==> config.mk <==
export PLATFORM = sky130hd
export DESIGN_NAME = ftlcm_square
export DESIGN_NICKNAME = d
export VERILOG_FILES = /design/src/hdl/ftlcm_pkg.sv /design/src/hdl/ftlcm_square.sv
export SDC_FILE = /design/constraint.sdc
export NUM_CORES = 2
export LEC_CHECK = 0
export BUFFER_PORTS_ARGS = -buffer_cell sky130_fd_sc_hd__buf_4
export CELL_PAD_IN_SITES_DETAIL_PLACEMENT = 1
export CELL_PAD_IN_SITES_GLOBAL_PLACEMENT = 2
export CORE_MARGIN = 1.5
export CORE_UTILIZATION = 37
export DETAILED_ROUTE_END_ITERATION = 10
export MAX_ROUTING_LAYER = met4
export PLACE_DENSITY = 0.83
export SLEW_MARGIN = 20
export SYNTH_ARGS = -nofsm -noshare
export SYNTH_HDL_FRONTEND = slang
export SYNTH_SLANG_ARGS = --single-unit
==> constraint.sdc <==
create_clock -name vclk -period 14.5
set_clock_uncertainty 0.05 [all_clocks]
set_input_delay 2.9 -clock vclk [all_inputs]
set_output_delay 2.9 -clock vclk [all_outputs]
set_load 0.02 [all_outputs]
==> src/hdl/ftlcm_pkg.sv <==
package ftlcm_pkg;

    localparam int unsigned IN_W    = 20;
    localparam int unsigned LIM_W   = 19;
    localparam int unsigned SQ_W    = 2 * IN_W;
    localparam int unsigned BURST_W = 8;
    localparam int unsigned HOLD_W  = 16;

    localparam logic [BURST_W-1:0] BURST_LIMIT   = 8'd5;
    localparam logic [HOLD_W-1:0]  HOLDOFF_TICKS = 16'd100;

    localparam logic [LIM_W-1:0] FORCE_UNBIASED_RST  = 19'd50000;
    localparam logic [LIM_W-1:0] TORQUE_UNBIASED_RST = 19'd5000;
    localparam logic [LIM_W-1:0] FORCE_BIASED_RST    = 19'd10000;
    localparam logic [LIM_W-1:0] TORQUE_BIASED_RST   = 19'd800;
    localparam logic [LIM_W-1:0] BIASED_LIMIT_MIN    = 19'd1;

    localparam logic [1:0] CFG_FORCE_UNBIASED  = 2'd0;
    localparam logic [1:0] CFG_TORQUE_UNBIASED = 2'd1;
    localparam logic [1:0] CFG_FORCE_BIASED    = 2'd2;
    localparam logic [1:0] CFG_TORQUE_BIASED   = 2'd3;

    localparam logic [1:0] BIAS_NONE    = 2'd0;
    localparam logic [1:0] BIAS_TAKEN   = 2'd1;
    localparam logic [1:0] BIAS_REMOVED = 2'd2;
    localparam logic [1:0] BIAS_UNUSED  = 2'd3;

    typedef struct packed {
        logic signed [IN_W-1:0] force_x;
        logic signed [IN_W-1:0] force_y;
        logic signed [IN_W-1:0] force_z;
        logic signed [IN_W-1:0] torque_x;
        logic signed [IN_W-1:0] torque_y;
        logic signed [IN_W-1:0] torque_z;
        logic [1:0]             bias_command;
    } sample_t;

    typedef struct packed {
        logic cancel;
        logic over_limit;
        logic biased_limits_used;
    } result_t;

    typedef struct packed {
        logic [SQ_W-1:0] force_x;
        logic [SQ_W-1:0] force_y;
        logic [SQ_W-1:0] force_z;
        logic [SQ_W-1:0] torque_x;
        logic [SQ_W-1:0] torque_y;
        logic [SQ_W-1:0] torque_z;
    } squares_t;

endpackage

==> src/hdl/ftlcm_square.sv <==
module ftlcm_square (
    input  ftlcm_pkg::sample_t  sample,
    output ftlcm_pkg::squares_t squares
);
    import ftlcm_pkg::*;

    function automatic logic [SQ_W-1:0] square_of(input logic signed [IN_W-1:0] v);
        logic [IN_W-1:0] mag;
        mag = v[IN_W-1] ? (~v + 1'b1) : v;
        return mag * mag;
    endfunction

    assign squares.force_x  = square_of(sample.force_x);
    assign squares.force_y  = square_of(sample.force_y);
    assign squares.force_z  = square_of(sample.force_z);
    assign squares.torque_x = square_of(sample.torque_x);
    assign squares.torque_y = square_of(sample.torque_y);
    assign squares.torque_z = square_of(sample.torque_z);

endmodule

==> impl_metrics.env <==
export IMPL_yosysWarnings=0
export IMPL_synth_top_family_by_area="adder cells"
export IMPL_drc=0
export IMPL_end_kind="output port"
export IMPL_cpMaxStageDelayCell="fa_1"
export IMPL_worst_pin_slew_ns=1.128
export IMPL_vias_per_cell=4.879
export IMPL_syn_mean_instance_area_um2=8.858
export IMPL_status="complete, but fails checks"
export IMPL_synth_seq_area_share_pct=0
export IMPL_overflow=0
export IMPL_ant_nets=0
export IMPL_ys_types=83
export IMPL_core_area_um2=187400
export IMPL_start_util_pct=37.18
export IMPL_critPathMaxFanout=4
export IMPL_post_route_period_util_pct=101.4
export IMPL_synthAdderAreaFrac_pct=63.98
export IMPL_die_area_um2=190900
export IMPL_timing_final_crit_period_ns=14.71
export IMPL_n_clock_buffer=0
export IMPL_critPathMaxStageDelay_ns=0.59
export IMPL_crit_type="in -> out"
export IMPL_grt_pass1_wl_um=348500
export IMPL_violations="setup timing"
export IMPL_synth_mux_area_share_pct=0.1975
export IMPL_routed_wl_um=218100
export IMPL_area_growth_syn_to_layout_pct=18.39
export IMPL_antenna_found_initial=14
export IMPL_cp_top_family="adder cells"
export IMPL_gp_congestion=0.9245
export IMPL_crit_arrival_ns=11.76
export IMPL_grt_pass1_vias=64571
export IMPL_tns_ns=-0.2778
export IMPL_chipHeight_um=436.9
export IMPL_crit_path_frequent_cell="fa_1"
export IMPL_grt_max_degree=21
export IMPL_die_w_um=436.9
export IMPL_row_count=159
export IMPL_drt_pass1_iter_count=5
export IMPL_synth_compound_area_share_pct=7.200
export IMPL_grt_use_total_pct=23.56
export IMPL_drt_wirelength_per_cell_um=19.26
export IMPL_syn_area_um2=69670
export IMPL_rsz0062_at_grt="true"
export IMPL_layout_drive_gt1_share_pct=16.31
export IMPL_drt_iter0_drc=2010
export IMPL_maxSlewViolCount=0
export IMPL_setup_ws_ns=-0.2051
export IMPL_num_vias=55257
export IMPL_setup_viol=4
export IMPL_port_buffers=354
export IMPL_worstPathRequired_ns=11.55
export IMPL_hold_slack_ns=6.037
export IMPL_ios=362
export IMPL_dp_cells=11237
export IMPL_seq_cells=0
export IMPL_final_nets=11500
export IMPL_hpwlAfterDp_um=194300
export IMPL_relSlewSlack_pct=24.25
export IMPL_postCtsHoldBufs=0
export IMPL_fin_cells=11325
export IMPL_min_path_type="in -> out"
export IMPL_netlist_instances=7865
export IMPL_crit_buf_inv=8
export IMPL_synthSimpleGateAreaFrac_pct=10.03
export IMPL_regArea_um2=0
export IMPL_maxCapViolCount=0
export IMPL_critPathLaunchType="input port"
export IMPL_hold_viol=0
export IMPL_fmax_mhz=68.00
export IMPL_synthXorXnorAreaFrac_pct=4.971
-- synth_stat cells (all sizes together) (8+ instances only) --
library cell / number / area share (%)
nand4: 34 / 0.31
nor2b: 22 / 0.20
o21bai: 32 / 0.34
ha: 873 / 16
o21a: 23 / 0.25
and4: 8 / 0.10
clkinv: 19 / 0.11
fa: 1681 / 48
xor2: 121 / 1.6
nand2b: 43 / 0.40
inv: 2262 / 12
and3: 24 / 0.22
or2: 13 / 0.12
o211ai: 14 / 0.15
clkbuf: 179 / 0.96
or4: 14 / 0.16
buf: 40 / 0.35
a21oi: 223 / 1.6
o41ai: 14 / 0.21
nor4: 12 / 0.13
nor3: 38 / 0.27
nand2: 744 / 4.0
or3: 22 / 0.23
nor2: 580 / 3.1
a21o: 161 / 1.7
and2: 15 / 0.13
a31oi: 28 / 0.25
o31ai: 33 / 0.36
xnor2: 271 / 3.4
o31a: 12 / 0.15
a211oi: 16 / 0.17
a221oi: 12 / 0.15
nand3: 50 / 0.36
a31o: 8 / 0.10
o21ai: 132 / 0.95
-- through the flow --
stage / util (%) / instance area (µm²) / worst slack [ns]
after detailed placement: 42.59 / 79810 / -0.4898
after floorplan: - / 70050 / 0.02111
after global placement: 42.59 / 79810 / -0.3744
final: 44.01 / 82480 / -0.2051
after CTS: 42.97 / 80520 / -0.1679
after global routing: 44.01 / 82480 / -0.4076
-- cells by family after synthesis --
family / after synthesis
adder cells (fa/ha/maj): 2554
buffers and inverters: 2500
AND/OR/NAND/NOR: 1637
AO/OA/AOI/OAI: 767
XOR/XNOR: 392
multiplexers: 13
other: 2
-- routing by layer --
metal	share of wire (%)	track usage, %
met5	0	-
met4	3.0	5.516
met1	40	28.60
met3	2.9	0.9866
met2	54	42.95
-- path summary, 6_finish.rpt --
check	start	to	slack, ns	cells past startpoint
min	sample[102]	squares[200]	6.04	2
max	sample[49]	squares[119]	-0.21	34
-- area by class of cell --
| type | instances | area [µm²] |
|---|---|---|
| Fill cell | 22065 | 104900 |
| Multi-Input combinational cell | 5464 | 62430 |
| Inverter | 2281 | 8589 |
| Timing Repair Buffer | 1077 | 8315 |
| Tap cell | 2495 | 3122 |
| Antenna cell | 8 | 20.02 |
-- placed cells by master, fill, tap and decap left out, types with 41 or more instances in the layout --
cell,instances
fa_1,1661
xor2_1,112
buf_4,1038
inv_1,2233
conb_1,101
o21ai_0,89
a21oi_1,190
nand3_1,46
ha_1,835
nand2_1,716
xnor2_1,249
nand2b_1,41
nor2_1,539
a21o_1,161
-- timing repair --
| action | in CTS | in global routing |
|---|---|---|
| pin swaps | 68 | 227 |
| setup endpoints to repair | 45 | 68 |
| resized for setup | 110 | 341 |
| buffers inserted | 24 | 60 |
Power is not shown: default switching activity piles up to over one toggle a cycle in this logic, so the estimate is an artifact.
